===== config.mk =====
export PLATFORM = sky130hd
export DESIGN_NAME = tile_row_palette_decoder_flat
export DESIGN_NICKNAME = d
export VERILOG_FILES = /design/src/hw/rtl/trpd_pkg.sv /design/src/hw/rtl/trpd_in_if.sv /design/src/hw/rtl/trpd_out_if.sv /design/src/hw/rtl/tile_row_palette_decoder.sv /design/src/flat_wrapper.sv
export SDC_FILE = /design/constraint.sdc
export NUM_CORES = 2
export LEC_CHECK = 0
export BUFFER_PORTS_ARGS = -buffer_cell sky130_fd_sc_hd__buf_2
export CORE_MARGIN = 8
export CORE_UTILIZATION = 35
export CTS_CLUSTER_DIAMETER = 150
export DETAILED_ROUTE_END_ITERATION = 6
export PLACE_DENSITY = 0.52
export SYNTH_ARGS = -nofsm -noshare
export SYNTH_HDL_FRONTEND = slang
export SYNTH_MEMORY_MAX_BITS = 65536
export SYNTH_SLANG_ARGS = --single-unit

===== constraint.sdc =====
create_clock -name clk -period 17.8 [get_ports clk]
set_clock_uncertainty 0.15 [all_clocks]
set_input_delay 0.89 -clock clk [delete_from_list [all_inputs] [get_ports clk]]
set_output_delay 0.89 -clock clk [all_outputs]
set_load 0.005 [all_outputs]

===== src/hw/rtl/trpd_pkg.sv =====
`default_nettype none

package trpd_pkg;

  // Palette store geometry
  localparam int PALETTE_COUNT = 16;
  localparam int PAL_NUM_W     = 4;
  localparam int SLOT_W        = 4;
  localparam int PAL_ADDR_W    = PAL_NUM_W + SLOT_W;
  localparam int PAL_DEPTH     = 1 << PAL_ADDR_W;
  localparam int COLOR_W       = 16;

  // Pixels per tile row
  localparam int NUM_PIXELS = 8;
  localparam int PIX_IDX_W  = 3;

  // Operation codes
  localparam logic OP_PALETTE_WRITE = 1'b0;
  localparam logic OP_DECODE        = 1'b1;

  // color_mode register: bit positions and full codes
  localparam int CM_PACKED  = 0;
  localparam int CM_SIXTEEN = 1;

  localparam logic [1:0] MODE_PLANAR4  = 2'b00;
  localparam logic [1:0] MODE_PACKED4  = 2'b01;
  localparam logic [1:0] MODE_PLANAR16 = 2'b10;
  localparam logic [1:0] MODE_PACKED16 = 2'b11;

  typedef struct packed {
    logic        operation;
    logic [7:0]  palette_entry;
    logic [11:0] color_rgb444;
    logic [3:0]  palette_select;
    logic [7:0]  plane_byte_0;
    logic [7:0]  plane_byte_1;
    logic [7:0]  plane_byte_2;
    logic [7:0]  plane_byte_3;
    logic        flip_horizontal;
    logic        zero_transparent;
  } in_item_t;

  typedef struct packed {
    logic [15:0] pixel_color_0;
    logic [15:0] pixel_color_1;
    logic [15:0] pixel_color_2;
    logic [15:0] pixel_color_3;
    logic [15:0] pixel_color_4;
    logic [15:0] pixel_color_5;
    logic [15:0] pixel_color_6;
    logic [15:0] pixel_color_7;
    logic [7:0]  opaque_mask;
  } out_item_t;

  // RGB444 -> RGB565: red to 15..12, green to 10..7, blue to 4..1
  function automatic logic [COLOR_W-1:0] rgb444_to_565(input logic [11:0] c);
    return {c[11:8], 1'b0, c[7:4], 2'b00, c[3:0], 1'b0};
  endfunction

endpackage

`default_nettype wire


===== src/hw/rtl/trpd_in_if.sv =====
`default_nettype none

interface trpd_in_if import trpd_pkg::*; ();
  logic     valid;
  logic     ready;
  in_item_t payload;

  modport source (output valid, output payload, input ready);
  modport sink   (input valid, input payload, output ready);
endinterface

`default_nettype wire


===== src/hw/rtl/trpd_out_if.sv =====
`default_nettype none

interface trpd_out_if import trpd_pkg::*; ();
  logic      valid;
  logic      ready;
  out_item_t payload;

  modport source (output valid, output payload, input ready);
  modport sink   (input valid, input payload, output ready);
endinterface

`default_nettype wire


===== src/hw/rtl/tile_row_palette_decoder.sv =====
// Tile-row palette decoder. A palette write (operation 0) stores one RGB444 color,
// converted to RGB565, into a 256 x 16 palette RAM; it gives no result. A decode
// (operation 1) turns four plane bytes into eight 4-bit indices (planar or packed,
// four or sixteen colors, per color_mode), applies the horizontal flip and looks
// each index up in the selected palette. The palette RAM has a single read port,
// so the eight lookups run one per cycle. A decode occupies the input through
// accept, eight reads, the read latency and the hand-off, longer if the previous
// row still sits unread in the output register. The next item is taken while a
// finished row waits there. Reset clears the palette at once through per-entry
// valid bits; no clearing pass is needed. The user writes color_mode through
// cfg_we/cfg_wdata only while the block is idle; the block does not enforce it.
`default_nettype none

module tile_row_palette_decoder import trpd_pkg::*; (
  input  wire logic       clk,
  input  wire logic       rst_n,
  input  wire logic       cfg_we,
  input  wire logic [1:0] cfg_wdata,
  trpd_in_if.sink         in_ch,
  trpd_out_if.source      out_ch
);

  typedef enum logic [3:0] {
    ST_IDLE  = 4'b0001,
    ST_READ  = 4'b0010,
    ST_DRAIN = 4'b0100,
    ST_HAND  = 4'b1000
  } state_t;

  state_t state_r, state_nxt;

  logic [1:0]           color_mode_r;
  logic [PIX_IDX_W-1:0] cnt_r;
  logic                 out_valid_r;
  logic                 rd_pend_r;
  logic [PIX_IDX_W-1:0] rd_slot_r;
  logic [PAL_DEPTH-1:0] valid_r;

  logic [SLOT_W-1:0]    idx_r [NUM_PIXELS];
  logic [PAL_NUM_W-1:0] sel_r;
  logic                 sel_ok_r;
  logic [7:0]           mask_r;
  logic [COLOR_W-1:0]   rd_data_r;
  logic                 rd_hit_r;
  logic [COLOR_W-1:0]   col_r [NUM_PIXELS];
  out_item_t            out_r;

  logic [COLOR_W-1:0]   pal_mem [PAL_DEPTH];

  in_item_t             item;
  logic                 in_fire;
  logic                 pal_we;
  logic [PAL_ADDR_W-1:0] pal_waddr;
  logic [COLOR_W-1:0]   pal_wdata;
  logic                 rd_en;
  logic [PAL_ADDR_W-1:0] rd_addr;
  logic                 out_load;
  logic                 out_fire;

  logic [31:0]          planes;
  logic [SLOT_W-1:0]    raw_idx [NUM_PIXELS];
  logic [SLOT_W-1:0]    dec_idx [NUM_PIXELS];
  logic [7:0]           dec_mask;
  logic                 transp;

  assign item    = in_ch.payload;
  assign in_ch.ready = (state_r == ST_IDLE);
  assign in_fire = in_ch.valid && in_ch.ready;

  assign pal_we    = in_fire && (item.operation == OP_PALETTE_WRITE) &&
                     ({1'b0, item.palette_entry[7:4]} < (PAL_NUM_W + 1)'(PALETTE_COUNT));
  assign pal_waddr = item.palette_entry;
  assign pal_wdata = rgb444_to_565(item.color_rgb444);

  // Writes only happen in idle and reads only in the read phase, so no forwarding
  assign rd_en   = (state_r == ST_READ);
  assign rd_addr = {sel_r, idx_r[0]};

  assign out_fire = out_valid_r && out_ch.ready;
  assign out_load = (state_r == ST_HAND) && (!out_valid_r || out_ch.ready);

  assign out_ch.valid   = out_valid_r;
  assign out_ch.payload = out_r;

  // Pixel index extraction
  assign planes = {item.plane_byte_0, item.plane_byte_1, item.plane_byte_2, item.plane_byte_3};

  always_comb begin
    transp = item.zero_transparent | color_mode_r[CM_SIXTEEN];
    for (int p = 0; p < NUM_PIXELS; p++) begin
      unique case (color_mode_r)
        MODE_PACKED16: raw_idx[p] = planes[31 - 4*p -: 4];
        MODE_PACKED4:  raw_idx[p] = {2'b00, planes[31 - 2*p -: 2]};
        MODE_PLANAR16: raw_idx[p] = {planes[7 - p], planes[15 - p],
                                     planes[23 - p], planes[31 - p]};
        MODE_PLANAR4:  raw_idx[p] = {2'b00, planes[23 - p], planes[31 - p]};
      endcase
    end
    for (int p = 0; p < NUM_PIXELS; p++) begin
      dec_idx[p]  = item.flip_horizontal ? raw_idx[NUM_PIXELS-1-p] : raw_idx[p];
      dec_mask[p] = !(transp && (dec_idx[p] == '0));
    end
  end

  always_comb begin
    state_nxt = state_r;
    unique case (state_r)
      ST_IDLE:  if (in_fire && (item.operation == OP_DECODE)) state_nxt = ST_READ;
      ST_READ:  if (cnt_r == PIX_IDX_W'(NUM_PIXELS - 1)) state_nxt = ST_DRAIN;
      ST_DRAIN: state_nxt = ST_HAND;
      ST_HAND:  if (out_load) state_nxt = ST_IDLE;
      default:  state_nxt = ST_IDLE;
    endcase
  end

  // Control state
  always_ff @(posedge clk) begin
    if (!rst_n) begin
      state_r      <= ST_IDLE;
      color_mode_r <= MODE_PLANAR4;
      cnt_r        <= '0;
      out_valid_r  <= 1'b0;
      rd_pend_r    <= 1'b0;
      rd_slot_r    <= '0;
      valid_r      <= '0;
    end else begin
      state_r <= state_nxt;
      if (cfg_we) color_mode_r <= cfg_wdata;
      if (pal_we) valid_r[pal_waddr] <= 1'b1;
      cnt_r     <= rd_en ? cnt_r + 1'b1 : '0;
      rd_pend_r <= rd_en;
      rd_slot_r <= cnt_r;
      if (out_load) out_valid_r <= 1'b1;
      else if (out_fire) out_valid_r <= 1'b0;
    end
  end

  // Palette RAM: one write port, one registered read port
  always_ff @(posedge clk) begin
    if (pal_we) pal_mem[pal_waddr] <= pal_wdata;
    if (rd_en) rd_data_r <= pal_mem[rd_addr];
  end

  // Datapath
  always_ff @(posedge clk) begin
    if (in_fire) begin
      idx_r    <= dec_idx;
      sel_r    <= item.palette_select;
      sel_ok_r <= ({1'b0, item.palette_select} < (PAL_NUM_W + 1)'(PALETTE_COUNT));
      mask_r   <= dec_mask;
    end else if (rd_en) begin
      // advance the index queue, head feeds the read address
      for (int i = 0; i < NUM_PIXELS - 1; i++) idx_r[i] <= idx_r[i+1];
    end
    if (rd_en) rd_hit_r <= valid_r[rd_addr] && sel_ok_r;
    if (rd_pend_r) col_r[rd_slot_r] <= rd_hit_r ? rd_data_r : '0;
    if (out_load) begin
      out_r.pixel_color_0 <= col_r[0];
      out_r.pixel_color_1 <= col_r[1];
      out_r.pixel_color_2 <= col_r[2];
      out_r.pixel_color_3 <= col_r[3];
      out_r.pixel_color_4 <= col_r[4];
      out_r.pixel_color_5 <= col_r[5];
      out_r.pixel_color_6 <= col_r[6];
      out_r.pixel_color_7 <= col_r[7];
      out_r.opaque_mask   <= mask_r;
    end
  end

endmodule

`default_nettype wire


===== src/flat_wrapper.sv =====
// flat-port wrapper written by rule: the top's interface ports become plain ports
module tile_row_palette_decoder_flat import trpd_pkg::*;
  (clk, rst_n, cfg_we, cfg_wdata, in_ch_valid, in_ch_payload, in_ch_ready, out_ch_valid, out_ch_payload, out_ch_ready);
  trpd_in_if in_ch_i ();
  trpd_out_if out_ch_i ();
  input  wire logic clk;
  input  wire logic rst_n;
  input  wire logic cfg_we;
  input  wire logic [1:0] cfg_wdata;
  input wire logic [$bits(in_ch_i.valid)-1:0] in_ch_valid;
  input wire logic [$bits(in_ch_i.payload)-1:0] in_ch_payload;
  output wire logic [$bits(in_ch_i.ready)-1:0] in_ch_ready;
  output wire logic [$bits(out_ch_i.valid)-1:0] out_ch_valid;
  output wire logic [$bits(out_ch_i.payload)-1:0] out_ch_payload;
  input wire logic [$bits(out_ch_i.ready)-1:0] out_ch_ready;
  assign in_ch_i.valid = in_ch_valid;
  assign in_ch_i.payload = in_ch_payload;
  assign in_ch_ready = in_ch_i.ready;
  assign out_ch_valid = out_ch_i.valid;
  assign out_ch_payload = out_ch_i.payload;
  assign out_ch_i.ready = out_ch_ready;
  tile_row_palette_decoder u_core (.clk(clk), .rst_n(rst_n), .cfg_we(cfg_we), .cfg_wdata(cfg_wdata), .in_ch(in_ch_i), .out_ch(out_ch_i));
endmodule

==> flow_summary.ini <==
[global_route]
maximum_number_of_pins_on_one_net_before_global_route_repair = 170
first_global_vias = 68600
number_of_antenna_violations_at_the_first_check_in_global_routing = 38
overall_overflow_remaining_after_global_route = 0
global_route.usage.total = 0.177
wire_length_of_the_first_global_routing_pass_mm = 528

[critical_path]
crit_type = reg -> reg
cp_slowest_cell = buf_4
startpoint_type = flip-flop
kind_of_capture_point_of_the_worst_setup_path = flip-flop
max_incr_delay_on_cp_ns = 0.88
reg2reg_slack_ns = 11.34
critPathRequiredTime_ns = 18.30
worstRegToRegCells = 10
crit_path_cell_trace = buf_12 > buf_12 > buf_4 > buf_4 > mux4_2 > a22o_1 > a221oi_1 > o22ai_1 > nor3_1 > nor4_1
critPathMaxFanout = 89
rr_endpoint = u_core.rd_data_r[14]
critical_path_arrival_ns = 6.96
crit-reg2reg-launch = u_core.idx_r[28]

[yosys]
synth_enable_flop_cells = 3329
synthesis.yosys.warnings = 0
dominant_combinational_cell_family_by_area_after_synthesis = multiplexers
synth.avg_cell_area_um2 = 20.6
synthesis.instances = 6632
synthAdderAreaFrac = 0.000183
synthSimpleGateAreaFrac = 0.0199
synth-xor-area-share = 0
synthesis.area_mm2 = 0.137
synth_top_flop_cell = edfxtp_1
async_flop_share = 0
post_synthesis_compound_gate_area_fraction = 0.0517
share_of_cell_area_taken_by_muxes_after_synthesis = 0.140
yosysSeqAreaShare = 0.770
synthDistinctLibCells = 64
ys_seq_elements = 3599

[layout]
drive_gt1_frac = 0.263
fin_area_mm2 = 0.157
layout.cells.most_common_list = 3329 x edfxtp_1, 723 x mux4_2, 380 x clkbuf_16, 296 x a22oi_1, 271 x buf_4
final_nets = 7131
synthToLayoutAreaGrowth_pct = 14.7
mostFrequentLayoutCell = edfxtp_1

[power_and_ir_drop]
ir_worst_vdd_v = 0.0000807
netSwitchingFraction = 0.229
clock_share_of_power = 0.419
netSwitchingPower_mw = 4.22
cellLeakagePower_nw = 49.1
power_report.internal_total_mw = 14.2
pwr_density_cell_mw_per_mm2 = 117
combPwrFrac = 0.078
power.share.sequential = 0.503

[die]
die_height_um = 641
floorplan.core_area_mm2 = 0.389
placementRows = 229
floorplan.initialDensity = 0.352
io_pins = 204
die_width_um = 641
design.die.area_mm2 = 0.411

[timing]
grt_setup_unrepaired = false
hold_violations = 0
relSlewSlack = -0.0154
min_period_over_period = 0.363
max_slew.worst_pin.slew_ns = 1.51
setup-violations-final = 0
fmax_ghz = 0.155
finalCriticalPeriod_ns = 6.46
drv_slew = 2
totalNegativeSetupSlack_ns = 0

[detailed_routing]
detail_route.iter0.violations = 6849
drt-vias-per-instance = 5.41
postRouteAntennaNets = 0
route.final.wire_length_mm = 374
drt_pre_antenna_iters = 6
wl_per_cell_um = 29.7
total_via_count_in_the_routed_design = 68100
drc = 0

[outcome]
run_status = finished, violations left
failed_checks = capacitance limit, slew limit

[flow_run]
cap_violations = 1

[placed_design]
globalplace.congestion = 0.792
port_buffers = 171
placedInstanceArea_mm2 = 0.145
detailedPlacementHpwl_mm = 219

[clocking]
cts_num_sinks = 3599
clockBufferDepth = 4
cts_tree = done
htreeDepth = 5
cts_post_setup_buffers_inserted = 0
clock_insertion_delay_worst_skew_ns = 0.93
clkTransAtPathRegs_ns = 0.06
cts-root-buf = clkbuf_16
numCtsBuffers = 375

[worst_hold_path]
hold_start = cfg_wdata[1]
hold_class = in -> reg
holdPathEnd = u_core.color_mode_r[1]
hold_depth = 3
[power by group through the flow]
stage	Combinational, mW	Sequential (mW)	Clock [mW]
floorplan	0.876	9.43	0
global placement	1.45	9.44	0
detailed placement	1.46	9.44	0
CTS	1.46	9.26	7.87
global route	1.52	9.25	8.19
finish	1.44	9.26	7.72
[routing by layer]
metal | vias to the layer above | part of all wire | track usage | routed length (um)
li1 | 28400 | - | - | -
met1 | 36800 | 0.43 | 0.247 | 160000
met2 | 2398 | 0.48 | 0.291 | 180000
met3 | 499 | 0.065 | 0.0265 | 24300
met4 | 12 | 0.026 | 0.0470 | 9820
met5 | - | 0.00021 | 0 | 79
[metrics by stage]
stage	setup slack, ns	power [mW]	hold slack, ns	util	instances
after global routing	11.00	19.0	0.130	0.403	12600
after CTS	11.25	18.6	0.0768	0.403	12600
after floorplan	6.09	10.3	0.250	-	6663
after global placement	11.19	10.9	0.251	0.372	11900
after detailed placement	11.26	10.9	0.255	0.372	11900
final	11.34	18.4	0.155	0.403	12600
[cells by family (layout without fill, tap and decap cells)]
logic type / after synthesis / after routing
compound gates: 1004 / 1004
other cells: 1 / 41
mux: 997 / 997
flops: 3599 / 3599
buf+inv: 435 / 1157
fa+ha+maj: 2 / 2
simple gates: 594 / 594
[synth_stat cells (19+ instances only)]
cell,n,share of area
edfxtp_1,3329,0.73
mux4_2,723,0.12
nor2_1,318,0.0087
a22oi_1,296,0.016
dfxtp_1,270,0.040
o21a_1,257,0.014
mux2i_1,209,0.015
clkbuf_1,162,0.0044
a21oi_1,148,0.0054
buf_2,120,0.0044
nand2_1,105,0.0029
buf_4,86,0.0047
o21ai_0,73,0.0027
mux2_2,65,0.0054
nor4_1,58,0.0027
a221oi_1,42,0.0027
o221ai_1,42,0.0027
a31oi_1,25,0.0011
buf_1,24,0.00066
o22ai_1,24,0.0011
a21boi_0,23,0.0013
buf_6,22,0.0018
nor2b_1,19,0.00087
[how the worst max path moves through the flow]
stage                           from                   end  cells past startpoint
finish              u_core.idx_r[28]  u_core.rd_data_r[14]                     10
global route        u_core.idx_r[28]  u_core.rd_data_r[14]                     10
CTS                 u_core.idx_r[28]  u_core.rd_data_r[14]                     10
detailed placement  u_core.idx_r[28]  u_core.rd_data_r[14]                     10
global placement    u_core.idx_r[28]  u_core.rd_data_r[12]                      9
floorplan               out_ch_ready   out_ch_payload[100]                      2
[worst max-delay path: cells and delay by family (launching register included)]
kind / cells / cell delay, ns
AOI/OAI and AO/OA: 3 / 0.88
and+or+nand+nor: 2 / 0.91
muxes: 1 / 0.61
buffers and inverters: 4 / 2.79
DFF: 1 / 0.37
[state kept, by name, indices dropped and copies added, names as in the netlist, 2 cells and up]
signal                 count
u_core.col_r              96
u_core.mask_r              8
u_core.idx_r              32
u_core.state_r             4
u_core.rd_data_r          12
u_core.color_mode_r        2
u_core.rd_slot_r           3
u_core.out_ch.payload      8
u_core.valid_r           256
u_core.pal_mem          3072
out_ch_payload            96
u_core.sel_r               4
u_core.cnt_r               3
[cell type report]
class	count	area [um^2]
fillers	34500	232000
multi-input cells	2629	29600
inverters	4	15.0
flip-flops and latches	3599	105000
clock inverters	175	1680
repair buffers	454	3230
well taps	5197	6500
clock buffers	524	10400
diodes	9	22.5
[what timing repair did]
| item | in CTS | in global routing |
|---|---|---|
| hold buffers | 3 | 0 |
| endpoints found under the hold margin | 3 | 0 |
| endpoints found under the setup margin | 0 | 0 |
| resized for setup | 0 | 0 |
No activity file was read; power rests on OpenSTA's default activity.
